$ cat src/sgcf_pkg.sv
// Shared types, sizes and the successor decode for the successor-graph cycle finder.
package sgcf_pkg;

  localparam int MaxVertices = 256;
  localparam int IdxW = (MaxVertices > 1) ? $clog2(MaxVertices) : 1;
  localparam int CntW = $clog2(MaxVertices + 1);
  localparam int FieldW = 9;

  typedef logic signed [FieldW-1:0] successor_t;
  typedef logic [FieldW-1:0] length_t;

  // A walk pointer: either a vertex index or "none". A none pointer always
  // carries a zero index so that two none pointers compare equal.
  typedef struct packed {
    logic            none;
    logic [IdxW-1:0] idx;
  } ptr_t;

  localparam ptr_t PtrNone = '{none: 1'b1, idx: '0};
  localparam ptr_t PtrZero = '{none: 1'b0, idx: '0};

  // Turns a stored successor entry into a pointer. Negative entries and
  // entries at or beyond the loaded vertex count mean no successor.
  function automatic ptr_t decode_successor(logic [FieldW-1:0] entry,
                                            logic [CntW-1:0] count);
    ptr_t p;
    p = PtrNone;
    if (!entry[FieldW-1] && (int'(entry[FieldW-2:0]) < int'(count))) begin
      p.none = 1'b0;
      p.idx  = IdxW'(entry[FieldW-2:0]);
    end
    return p;
  endfunction

endpackage

$ cat src/sgcf_if.sv
// Handshake interfaces for the vertex input channel and the result output channel.
interface sgcf_in_if;
  import sgcf_pkg::*;

  logic       valid;
  logic       ready;
  successor_t successor;
  logic       last_vertex;

  modport source (output valid, output successor, output last_vertex, input ready);
  modport sink   (input valid, input successor, input last_vertex, output ready);
endinterface

interface sgcf_out_if;
  import sgcf_pkg::*;

  logic       valid;
  logic       ready;
  logic       loop_found;
  successor_t cycle_start;
  length_t    cycle_length;
  logic       overflow;

  modport source (output valid, output loop_found, output cycle_start,
                  output cycle_length, output overflow, input ready);
  modport sink   (input valid, input loop_found, input cycle_start,
                  input cycle_length, input overflow, output ready);
endinterface

$ cat src/successor_graph_cycle_finder_unit.sv
// Top level of the successor-graph cycle finder: vertex table, walk sequencer and result register.
//
// The block takes a successor graph one vertex per word on in_i, vertex 0
// first, and stores each successor in a 256-entry table. The word that
// carries last_vertex starts a tortoise-and-hare walk from vertex 0 and the
// block then drops in_i.ready until the result word has been placed in the
// output register. The walk runs on the single read port of the table:
// every pointer step has a state that presents the address and a state
// that decodes the registered entry. Each round of the meeting phase takes
// one slow step and two fast steps, each round of the phase that finds the
// first cycle vertex checks for a meeting and then steps the slow and the
// fast pointer, and counting the cycle walks the fast pointer once round it.
// The result is then handed to the output register. One result word is
// sent per graph. Vertices beyond the table capacity are dropped and
// reported through overflow. A successor that is negative or at or beyond
// the loaded vertex count means "no successor", and a graph of fewer than
// two vertices reports no loop. The output register lets the next graph
// begin loading while the previous result still waits to be taken.
module successor_graph_cycle_finder_unit (
  input  logic         clk_i,
  input  logic         rst_ni,
  sgcf_in_if.sink      in_i,
  sgcf_out_if.source   out_o
);
  import sgcf_pkg::*;

  // Sequencer codes. Each *_RD state presents a pointer to the table and the
  // matching *_WB state decodes the entry read for it.
  localparam logic [3:0] S_LOAD    = 4'd0;
  localparam logic [3:0] S_P1S_RD  = 4'd1;
  localparam logic [3:0] S_P1S_WB  = 4'd2;
  localparam logic [3:0] S_P1F1_RD = 4'd3;
  localparam logic [3:0] S_P1F1_WB = 4'd4;
  localparam logic [3:0] S_P1F2_RD = 4'd5;
  localparam logic [3:0] S_P1F2_WB = 4'd6;
  localparam logic [3:0] S_P2_CHK  = 4'd7;
  localparam logic [3:0] S_P2S_RD  = 4'd8;
  localparam logic [3:0] S_P2S_WB  = 4'd9;
  localparam logic [3:0] S_P2F_RD  = 4'd10;
  localparam logic [3:0] S_P2F_WB  = 4'd11;
  localparam logic [3:0] S_P3_RD   = 4'd12;
  localparam logic [3:0] S_P3_WB   = 4'd13;
  localparam logic [3:0] S_DONE    = 4'd14;

  logic [3:0]      state_q, state_d;
  logic [CntW-1:0] count_q, count_d;
  logic            ovf_q, ovf_d;
  ptr_t            slow_q, slow_d;
  ptr_t            fast_q, fast_d;
  logic [CntW-1:0] len_q, len_d;
  logic            found_q, found_d;
  ptr_t            start_q, start_d;

  logic            out_valid_q, out_valid_d;
  logic            out_load;
  logic            res_found_q;
  successor_t      res_start_q;
  length_t         res_len_q;
  logic            res_ovf_q;

  // Successor table: one write port for loading, one registered read port
  // shared by every step of the walk.
  logic [FieldW-1:0] table_mem [MaxVertices];
  logic [FieldW-1:0] rd_data_q;
  logic              rd_none_q;
  ptr_t              rd_ptr;
  logic              wr_en;
  logic              in_fire;
  logic              table_full;
  logic [CntW-1:0]   count_inc;
  ptr_t              step_ptr;

  assign in_i.ready = (state_q == S_LOAD);
  assign in_fire    = in_i.valid && in_i.ready;
  assign table_full = (count_q == CntW'(MaxVertices));
  assign wr_en      = in_fire && !table_full;
  assign count_inc  = count_q + CntW'(1);

  // The walk reads either the slow or the fast pointer.
  always_comb begin
    unique case (state_q)
      S_P1S_RD, S_P2S_RD: rd_ptr = slow_q;
      default:            rd_ptr = fast_q;
    endcase
  end

  always_ff @(posedge clk_i) begin
    if (wr_en) begin
      table_mem[count_q[IdxW-1:0]] <= in_i.successor;
    end
    rd_data_q <= table_mem[rd_ptr.idx];
    rd_none_q <= rd_ptr.none;
  end

  // Stepping from "none" stays at "none".
  assign step_ptr = rd_none_q ? PtrNone : decode_successor(rd_data_q, count_q);

  always_comb begin
    state_d     = state_q;
    count_d     = count_q;
    ovf_d       = ovf_q;
    slow_d      = slow_q;
    fast_d      = fast_q;
    len_d       = len_q;
    found_d     = found_q;
    start_d     = start_q;
    out_load    = 1'b0;
    out_valid_d = out_valid_q && !out_o.ready;

    unique case (state_q)
      S_LOAD: begin
        if (in_fire) begin
          if (!table_full) begin
            count_d = count_inc;
          end else begin
            ovf_d = 1'b1;
          end
          if (in_i.last_vertex) begin
            slow_d  = PtrZero;
            fast_d  = PtrZero;
            len_d   = '0;
            found_d = 1'b0;
            start_d = PtrNone;
            // Fewer than two stored vertices never hold a loop.
            if (!table_full && (count_inc < CntW'(2))) begin
              state_d = S_DONE;
            end else if (table_full && (count_q < CntW'(2))) begin
              state_d = S_DONE;
            end else begin
              state_d = S_P1S_RD;
            end
          end
        end
      end
      S_P1S_RD:  state_d = S_P1S_WB;
      S_P1S_WB: begin
        slow_d  = step_ptr;
        state_d = S_P1F1_RD;
      end
      S_P1F1_RD: state_d = S_P1F1_WB;
      S_P1F1_WB: begin
        fast_d  = step_ptr;
        state_d = S_P1F2_RD;
      end
      S_P1F2_RD: state_d = S_P1F2_WB;
      S_P1F2_WB: begin
        fast_d = step_ptr;
        if (step_ptr == slow_q) begin
          if (slow_q.none) begin
            // The walk ran off the graph: no loop.
            state_d = S_DONE;
          end else begin
            slow_d  = PtrZero;
            state_d = S_P2_CHK;
          end
        end else begin
          state_d = S_P1S_RD;
        end
      end
      S_P2_CHK: begin
        if (slow_q == fast_q) begin
          start_d = slow_q;
          state_d = S_P3_RD;
        end else begin
          state_d = S_P2S_RD;
        end
      end
      S_P2S_RD:  state_d = S_P2S_WB;
      S_P2S_WB: begin
        slow_d  = step_ptr;
        state_d = S_P2F_RD;
      end
      S_P2F_RD:  state_d = S_P2F_WB;
      S_P2F_WB: begin
        fast_d  = step_ptr;
        state_d = S_P2_CHK;
      end
      S_P3_RD:   state_d = S_P3_WB;
      S_P3_WB: begin
        fast_d = step_ptr;
        len_d  = len_q + CntW'(1);
        if (step_ptr == slow_q) begin
          found_d = 1'b1;
          state_d = S_DONE;
        end else begin
          state_d = S_P3_RD;
        end
      end
      S_DONE: begin
        // Wait for the output register to free up, then clear the loader.
        if (!out_valid_q || out_o.ready) begin
          out_load    = 1'b1;
          out_valid_d = 1'b1;
          count_d     = '0;
          ovf_d       = 1'b0;
          state_d     = S_LOAD;
        end
      end
      default: state_d = S_LOAD;
    endcase
  end

  always_ff @(posedge clk_i or negedge rst_ni) begin
    if (!rst_ni) begin
      state_q     <= S_LOAD;
      count_q     <= '0;
      ovf_q       <= 1'b0;
      slow_q      <= PtrZero;
      fast_q      <= PtrZero;
      len_q       <= '0;
      found_q     <= 1'b0;
      start_q     <= PtrNone;
      out_valid_q <= 1'b0;
    end else begin
      state_q     <= state_d;
      count_q     <= count_d;
      ovf_q       <= ovf_d;
      slow_q      <= slow_d;
      fast_q      <= fast_d;
      len_q       <= len_d;
      found_q     <= found_d;
      start_q     <= start_d;
      out_valid_q <= out_valid_d;
    end
  end

  // Result word register; only the valid bit needs a reset.
  always_ff @(posedge clk_i) begin
    if (out_load) begin
      res_found_q <= found_q;
      res_start_q <= found_q ? successor_t'(FieldW'(start_q.idx)) : '1;
      res_len_q   <= found_q ? FieldW'(len_q) : '0;
      res_ovf_q   <= ovf_q;
    end
  end

  assign out_o.valid        = out_valid_q;
  assign out_o.loop_found   = res_found_q;
  assign out_o.cycle_start  = res_start_q;
  assign out_o.cycle_length = res_len_q;
  assign out_o.overflow     = res_ovf_q;

  // A word without a loop carries the "none" start and a zero length.
  assert property (@(posedge clk_i) disable iff (!rst_ni)
    (out_o.valid && !out_o.loop_found) |->
      (out_o.cycle_start == '1) && (out_o.cycle_length == '0))
    else $error("no-loop result carries a start vertex or a length");

  // A reported loop always has at least one vertex.
  assert property (@(posedge clk_i) disable iff (!rst_ni)
    (out_o.valid && out_o.loop_found) |-> (out_o.cycle_length != '0))
    else $error("loop reported with zero length");

  // Once the meeting point is found, the slow pointer stays on the graph.
  assert property (@(posedge clk_i) disable iff (!rst_ni)
    ((state_q == S_P2_CHK) || (state_q == S_P3_RD) || (state_q == S_P3_WB)) |->
      !slow_q.none)
    else $error("slow pointer left the graph after the meeting phase");

  // The loader never counts past the table capacity.
  assert property (@(posedge clk_i) disable iff (!rst_ni)
    count_q <= CntW'(MaxVertices))
    else $error("vertex count beyond table capacity");

endmodule

$ cat src/flat_wrapper.sv
// flat-port wrapper written by rule: the top's interface ports become plain ports
module successor_graph_cycle_finder_unit_flat import sgcf_pkg::*;
  (clk_i, rst_ni, in_i_valid, in_i_successor, in_i_last_vertex, in_i_ready, out_o_valid, out_o_loop_found, out_o_cycle_start, out_o_cycle_length, out_o_overflow, out_o_ready);
  sgcf_in_if in_i_i ();
  sgcf_out_if out_o_i ();
  input  logic clk_i;
  input  logic rst_ni;
  input wire logic [$bits(in_i_i.valid)-1:0] in_i_valid;
  input wire logic [$bits(in_i_i.successor)-1:0] in_i_successor;
  input wire logic [$bits(in_i_i.last_vertex)-1:0] in_i_last_vertex;
  output wire logic [$bits(in_i_i.ready)-1:0] in_i_ready;
  output wire logic [$bits(out_o_i.valid)-1:0] out_o_valid;
  output wire logic [$bits(out_o_i.loop_found)-1:0] out_o_loop_found;
  output wire logic [$bits(out_o_i.cycle_start)-1:0] out_o_cycle_start;
  output wire logic [$bits(out_o_i.cycle_length)-1:0] out_o_cycle_length;
  output wire logic [$bits(out_o_i.overflow)-1:0] out_o_overflow;
  input wire logic [$bits(out_o_i.ready)-1:0] out_o_ready;
  assign in_i_i.valid = in_i_valid;
  assign in_i_i.successor = in_i_successor;
  assign in_i_i.last_vertex = in_i_last_vertex;
  assign in_i_ready = in_i_i.ready;
  assign out_o_valid = out_o_i.valid;
  assign out_o_loop_found = out_o_i.loop_found;
  assign out_o_cycle_start = out_o_i.cycle_start;
  assign out_o_cycle_length = out_o_i.cycle_length;
  assign out_o_overflow = out_o_i.overflow;
  assign out_o_i.ready = out_o_ready;
  successor_graph_cycle_finder_unit u_core (.clk_i(clk_i), .rst_ni(rst_ni), .in_i(in_i_i), .out_o(out_o_i));
endmodule
$ cat config.mk
export PLATFORM = sky130hd
export DESIGN_NAME = successor_graph_cycle_finder_unit_flat
export DESIGN_NICKNAME = d
export VERILOG_FILES = /design/src/sgcf_pkg.sv /design/src/sgcf_if.sv /design/src/successor_graph_cycle_finder_unit.sv /design/src/flat_wrapper.sv
export SDC_FILE = /design/constraint.sdc
export NUM_CORES = 2
export LEC_CHECK = 0
export BUFFER_PORTS_ARGS = -buffer_cell sky130_fd_sc_hd__buf_2
export CORE_ASPECT_RATIO = 1.2
export CORE_MARGIN = 2
export CORE_UTILIZATION = 39
export CTS_CLUSTER_DIAMETER = 120
export CTS_CLUSTER_SIZE = 28
export DETAILED_ROUTE_END_ITERATION = 8
export SYNTH_ARGS = -nofsm -noshare
export SYNTH_HDL_FRONTEND = slang
export SYNTH_SLANG_ARGS = --single-unit
export TNS_END_PERCENT = 10
$ cat constraint.sdc
create_clock -name clk_i -period 4.4 [get_ports clk_i]
set_input_delay 0 -clock clk_i [delete_from_list [all_inputs] [get_ports clk_i]]
set_output_delay 0 -clock clk_i [all_outputs]
set_load 0.02 [all_outputs]
Yosys cells after proc, flatten, opt, wreduce, memory -nomap -nowiden --
Memories as Yosys holds them, arrays and structs flattened. A register that Yosys moved wholly into a read port is not among the register bits. Index checks and enable logic that the tools add are counted.
Operators by class: mux-type cells 43, magnitude comparators 3, add/subtract/negate cells 2, eq/ne operators 26, reductions and logical operators 29
Operators with widths (number):
- $mux 9 | 11
- $pmux 4 s15 | 1
- $pmux 9 s2 | 3
- $eq 4x4->1 const B | 7
- $mux 4 | 7
- $pmux 9 s3 | 1
- $mux 8 | 3
- $reduce_and 4->1 | 5
- $add 9x1->9 const B | 2
- $eq 9x9->1 | 2
- $lt 9x2->1 const B | 2
- $eq 4x3->1 const B | 4
- $pmux 8 s2 | 1
- $mux 1 | 12
- $ne 2x2->1 const B | 5
- $eq 9x9->1 const B | 1
- $lt 8x9->1 | 1
- $reduce_and 3->1 | 3
- $eq 4x2->1 const B | 2
- $ne 2x1->1 const B | 4
- $reduce_bool 2->1 | 4
- $logic_and 1x1->1 | 6
- $reduce_and 5->1 | 1
- $eq 4x1->1 const B | 1
- other kinds (9) | 14
Word-level totals: RAM bits 2304, memories 1, output and inout bits 22, bits in registers 72
Memory list:
- u_core.table_mem | words 256, width 9, rd ports 1, clocked after Yosys merged registers in 1, wr ports 1, RTL line successor_graph_cycle_finder_unit.sv:63 | logic [FieldW-1:0] table_mem [MaxVertices];

Longest topological paths before layout --
depth after elaboration 7, depth in mapped cells 17, gate-level depth less buffers 11

Least setup slack after synthesis --
Ideal clock, no wire load.
kind reg-to-reg, start point register u_core.state_q[2], end point memory u_core.table_mem[115][0], enable pin, data arrival time 3.105 ns, required time 4.026 ns, path slack 0.921 ns, clock period less this slack 3.479 ns, stages on the path, launching flop included 13, cells stage by stage dfrtp_1 -> or2_1 -> clkbuf_1 -> clkbuf_1 -> or3_1 -> inv_1 -> nand2_1 -> inv_1 -> nand2_1 -> nor3_1 -> nand2_1 -> clkbuf_1 -> nor2_1
On the way: word-level cells in the longest chain between the ends 5
Ends and longest elaborated chain:
- start: declaration | RTL line successor_graph_cycle_finder_unit.sv:45 | logic [3:0] state_q, state_d;
- start signal: assignment | RTL line successor_graph_cycle_finder_unit.sv:215 | state_q <= state_d;
- $logic_not 4->1 | RTL line successor_graph_cycle_finder_unit.sv:73 | assign in_i.ready = (state_q == S_LOAD);
- via in_i_ready | RTL line flat_wrapper.sv:11 | output wire logic [$bits(in_i_i.ready)-1:0] in_i_ready;
- $logic_and 1x1->1 | RTL line successor_graph_cycle_finder_unit.sv:74 | assign in_fire = in_i.valid && in_i.ready;
- $logic_and 1x1->1 | RTL line successor_graph_cycle_finder_unit.sv:76 | assign wr_en = in_fire && !table_full;
- $mux 1 | RTL line successor_graph_cycle_finder_unit.sv:88 | if (wr_en) begin
- $mux 1 (not written as such) | RTL line successor_graph_cycle_finder_unit.sv:89 | table_mem[count_q[IdxW-1:0]] <= in_i.successor;
- end: declaration | RTL line successor_graph_cycle_finder_unit.sv:63
The timed path passes the listed nets, and every way through them passes these cells.

Worst setup path after layout --
start point register u_core.state_q[3], end point register u_core.rd_data_q[4], read port of u_core.table_mem
On the way: word-level cells in the longest chain between the ends 3, elaborated cells on any way between the ends 4, classes of those cells 2 x eq/ne; 1 x mux; 1 x reduce/logical
Ends and longest elaborated chain:
- $eq 4x1->1 or $eq 4x4->1 (tied branches) | RTL line successor_graph_cycle_finder_unit.sv:81 | unique case (state_q)
- $reduce_or 2->1 (*) | RTL line successor_graph_cycle_finder_unit.sv:81
- $mux 9 (*) | RTL line successor_graph_cycle_finder_unit.sv:81
- end: declaration | RTL line successor_graph_cycle_finder_unit.sv:64 | logic [FieldW-1:0] rd_data_q;
Mark *: on every way between the ends. The rest lies on a longest branch, timed or not. A chain may end at the register's enable or synchronous reset.

==> results.md <==
* Root buffer cell: clkbuf_16
* Status: finished with violations
* Crit Path Max Fanout at 25
* Yosys top cell area share at 72.2%
* Iter 0 DRT Violations at 8,352
* Final TNS setup at -0.107 ns
* Worst-path clk slew at between 0.1 and 0.15 ns
* Hold Violations, Final at 1
* Initial antenna violation count at 18
* Boundary Pins at 36
* Placed instance count at 10,000
* Clock Skew at roughly 0.07 ns
* Mapped Area at between 0.09 and 0.1 mm²
* Peak VDD IR at around 0.00048 V
* Avg WL per Cell at 30.6 µm
* # H-tree levels at 3
* Clock Sinks at between 2,000 and 2,500
* Fin Hold WS at -0.00429 ns
* Drc violations at 0
* DRT antenna net count at 0
* Total gr overflow at 0
* Pwr Total at about 57 mW
* Synth Area in XOR/XNOR at less than 1%
* Non-filler cells, final at just over 10,000
* Row Count at 200
* Max Cap Viol at 0
* Final Net Count at roughly 7,000
* RSZ-0062 raised after global routing: true
* DR vias/cell at between 5 and 6
* CP peak stage delay at just over 0.8 ns
* Core Util, Final at between 40% and 50%
* Compound-Gate Fraction of Synth Area at 8.50%
* Area Growth Syn to Fin at 11.8%
* Most frequent cells in the layout: edfxtp_1 (2,324), nand2_1 (1,055), buf_4 (611), nor2_1 (323), mux2i_1 (282)
* Sequential area share after synthesis at ~74%
* Fin area at about 0.11 mm²
* Critical path buffers and inverters at 2
* Seq cells post-synth at between 2,000 and 2,500
* Number of buffers created by CTS at 95
* Placer Congestion at between 0.9 and 1
* Pin count of the biggest net entering global routing at roughly 130
* CTS tree: done
* Worst slew pin tran at between 1 and 1.5 ns
* Worst-path cell chain: xor2_4, buf_4, a211oi_1, or2_4, buf_12, a221oi_1, nor4_1, o21ai_0, nand4_1, nor4bb_1
* FF-to-FF setup slack at -0.09 ns
* First-pass GRT wire length at ~440,000 µm
* Final Cycle Share at 102%
* Synth Area in Simple Gates at roughly a tenth
* Height of the die at about 550 µm
* Hold Crit Class: in -> reg
* Vias in the first global route at just under 60,000
* PwrDens at about 520 mW/mm²
* Post-synthesis mux area share at 5.35%
* Synth Net Count at between 6,000 and 7,000
* Synth cell types at between 80 and 90
* Worst slack, placed at -0.332 ns
* Max Slew Vio Count at 0
* CTS max path bufs at 3
* All-Layer GR Usage at 24.1%
* Setup CP Type: reg -> reg
* Yosys warns at 0
* Post-synth top area cell: edfxtp_1
* Final WS setup at -0.0898 ns
* DR pass1 iterations at 8
* Detailed Route WL at between 300,000 and 400,000 µm
* Chip width at 458 µm
* Core Area at about 0.25 mm²
* Synth async-reset ratio at around 2.1%
* Filler cell count at between 20,000 and 25,000
* Die ar. at about 0.25 mm²
* Number of enable flip-flop cells after synthesis at 2,324
* Commonest non-fill, non-tap cell in the layout: edfxtp_1
* Hpwl dp at 197,000 µm
* Fmax at about 220 MHz
* Adder-cell share of the synthesized area at less than 1%
* Largest family of logic cells by synthesized area: simple AND/OR/NAND/NOR gates
* Kind of end point of the critical path: flip-flop
* Cells after Synth at around 6,600
* Cell leakage power at ~37 nW
* Final Critical Period at 4.49 ns
* Total number of vias at a little over 60,000
* Critical Path RT at a little over 5 ns
* Critical path launch point type: flip-flop
* Final setup fails at 2
* Initial Util at about two fifths
* Mean Syn Cell Area at between 10 and 15 µm²
* Arr. time, crit path at roughly 5.2 ns
* Failing checks: hold timing, setup timing
* Main flop type after synthesis: edfxtp_1
* Skew-Pair Late Insertion Delay at 0.81 ns
* Delay-heaviest family, CP: simple AND/OR/NAND/NOR gates
* # port buffers at 35
* Share of cells above drive strength 1 at between 10% and 20%
* Worst slew margin at between 20% and 30%
* Slowest-stage cell, CP: nor4_1
* Post-Place Cell Area at roughly 0.10 mm²
* Top cells by area, synth: edfxtp_1 (72%), nand2_1 (4.1%), mux2i_1 (2.9%), and3_1 (1.6%), a211oi_1 (1.6%)
-- flip-flops by register name, indices dropped and copies added, names as in the netlist --
signal                     flops
u_core.out_o.cycle_start       9
u_core.found_q                 1
u_core.len_q                   9
u_core.out_o.loop_found        1
u_core.rd_none_q               1
u_core.table_mem            2304
u_core.start_q                 8
u_core.fast_q                  9
u_core.rd_data_q               9
u_core.out_o.cycle_length      9
u_core.ovf_q                   1
u_core.state_q                 4
u_core.count_q                 9
u_core.slow_q                  9
u_core.out_o.valid             1
u_core.out_o.overflow          1
-- cell type report --
type,instances,area [µm²],area share (%)
Sequential cell,2385,71300,66.0
Multi-Input combinational cell,3678,23200,21.5
Timing Repair Buffer,745,6670,6.18
Tap cell,3232,4040,3.75
Clock buffer,139,2560,2.37
Clock inverter,8,114,0.105
Inverter,19,71.3,0.0661
Antenna cell,12,30.0,0.0278
-- repair_timing --
action | CTS | global route
endpoints found under the setup margin | 6 | 9
pin swaps | 0 | 3
gates resized for setup | 11 | 13
hold buffers | 13 | 0
buffers inserted | 0 | 4
hold endpoints to repair | 750 | 0
-- final timing paths --
kind                                             to         startpoint  cells after the start
max                             u_core.rd_data_q[4]  u_core.state_q[3]                     10
min                        u_core.table_mem[140][8]  in_i_successor[8]                      1
max reg2reg                     u_core.rd_data_q[4]  u_core.state_q[3]                     10
min reg2reg                   u_core.out_o.overflow       u_core.ovf_q                      0
max in group asynchronous          u_core.fast_q[2]             rst_ni                      4
min in group asynchronous           u_core.len_q[6]             rst_ni                      4
-- layer usage --
layer | up-vias | wire (µm) | track usage (%)
li1 | 26000 | - | -
met1 | 31200 | 118000 | 30.9
met2 | 3330 | 148000 | 39.5
met3 | 676 | 26600 | 3.62
met4 | 10 | 20000 | 13.2
met5 | - | 69 | 0
-- worst register-to-register path, cell delays in order, from the launching register on --
cell      delay (ns)
dfrtp_1         0.50
xor2_4          0.26
buf_4           0.23
a211oi_1        0.47
or2_4           0.74
buf_12          0.27
a221oi_1        0.16
nor4_1          0.81
o21ai_0         0.31
nand4_1         0.40
nor4bb_1        0.26
-- Yosys cell counts, types with 9 or more instances --
library cell,number
a31oi_1,93
o31ai_1,15
a22o_1,14
a221oi_1,54
buf_4,44
o21ai_0,152
nand3_1,194
nor4_1,38
buf_6,26
clkbuf_1,206
nand4_1,39
and3_1,254
a211o_1,11
a311oi_1,104
dfxtp_1,10
a22oi_1,14
nand2_1,1066
o211ai_1,14
a2bb2oi_1,15
ha_1,12
o21a_1,9
mux2i_1,282
inv_1,19
xnor2_1,13
mux2_2,100
a31o_2,13
mux4_2,54
nand2b_1,20
or4_1,10
buf_2,166
and2_1,16
edfxtp_1,2324
nor3_1,36
o221ai_1,58
dfrtp_1,51
a211oi_1,204
or3_1,12
nor2_1,328
o22ai_1,71
a21oi_1,167
a311o_1,24
buf_1,26
a2111oi_0,34
-- power by group --
part           switching [mW]  internal [mW]
combinational            13.6           6.56
sequential              0.347           25.1
clock                    6.85           4.13
-- cell families after synthesis --
| family | after synthesis |
|---|---|
| adders and majority gates | 12 |
| xor gates and xnor gates | 22 |
| muxes | 436 |
| AOI/OAI and AO/OA | 1152 |
| buffers and inverters | 487 |
| DFF | 2385 |
| and+or+nand+nor | 2056 |
(Power assumes the default switching activity.)
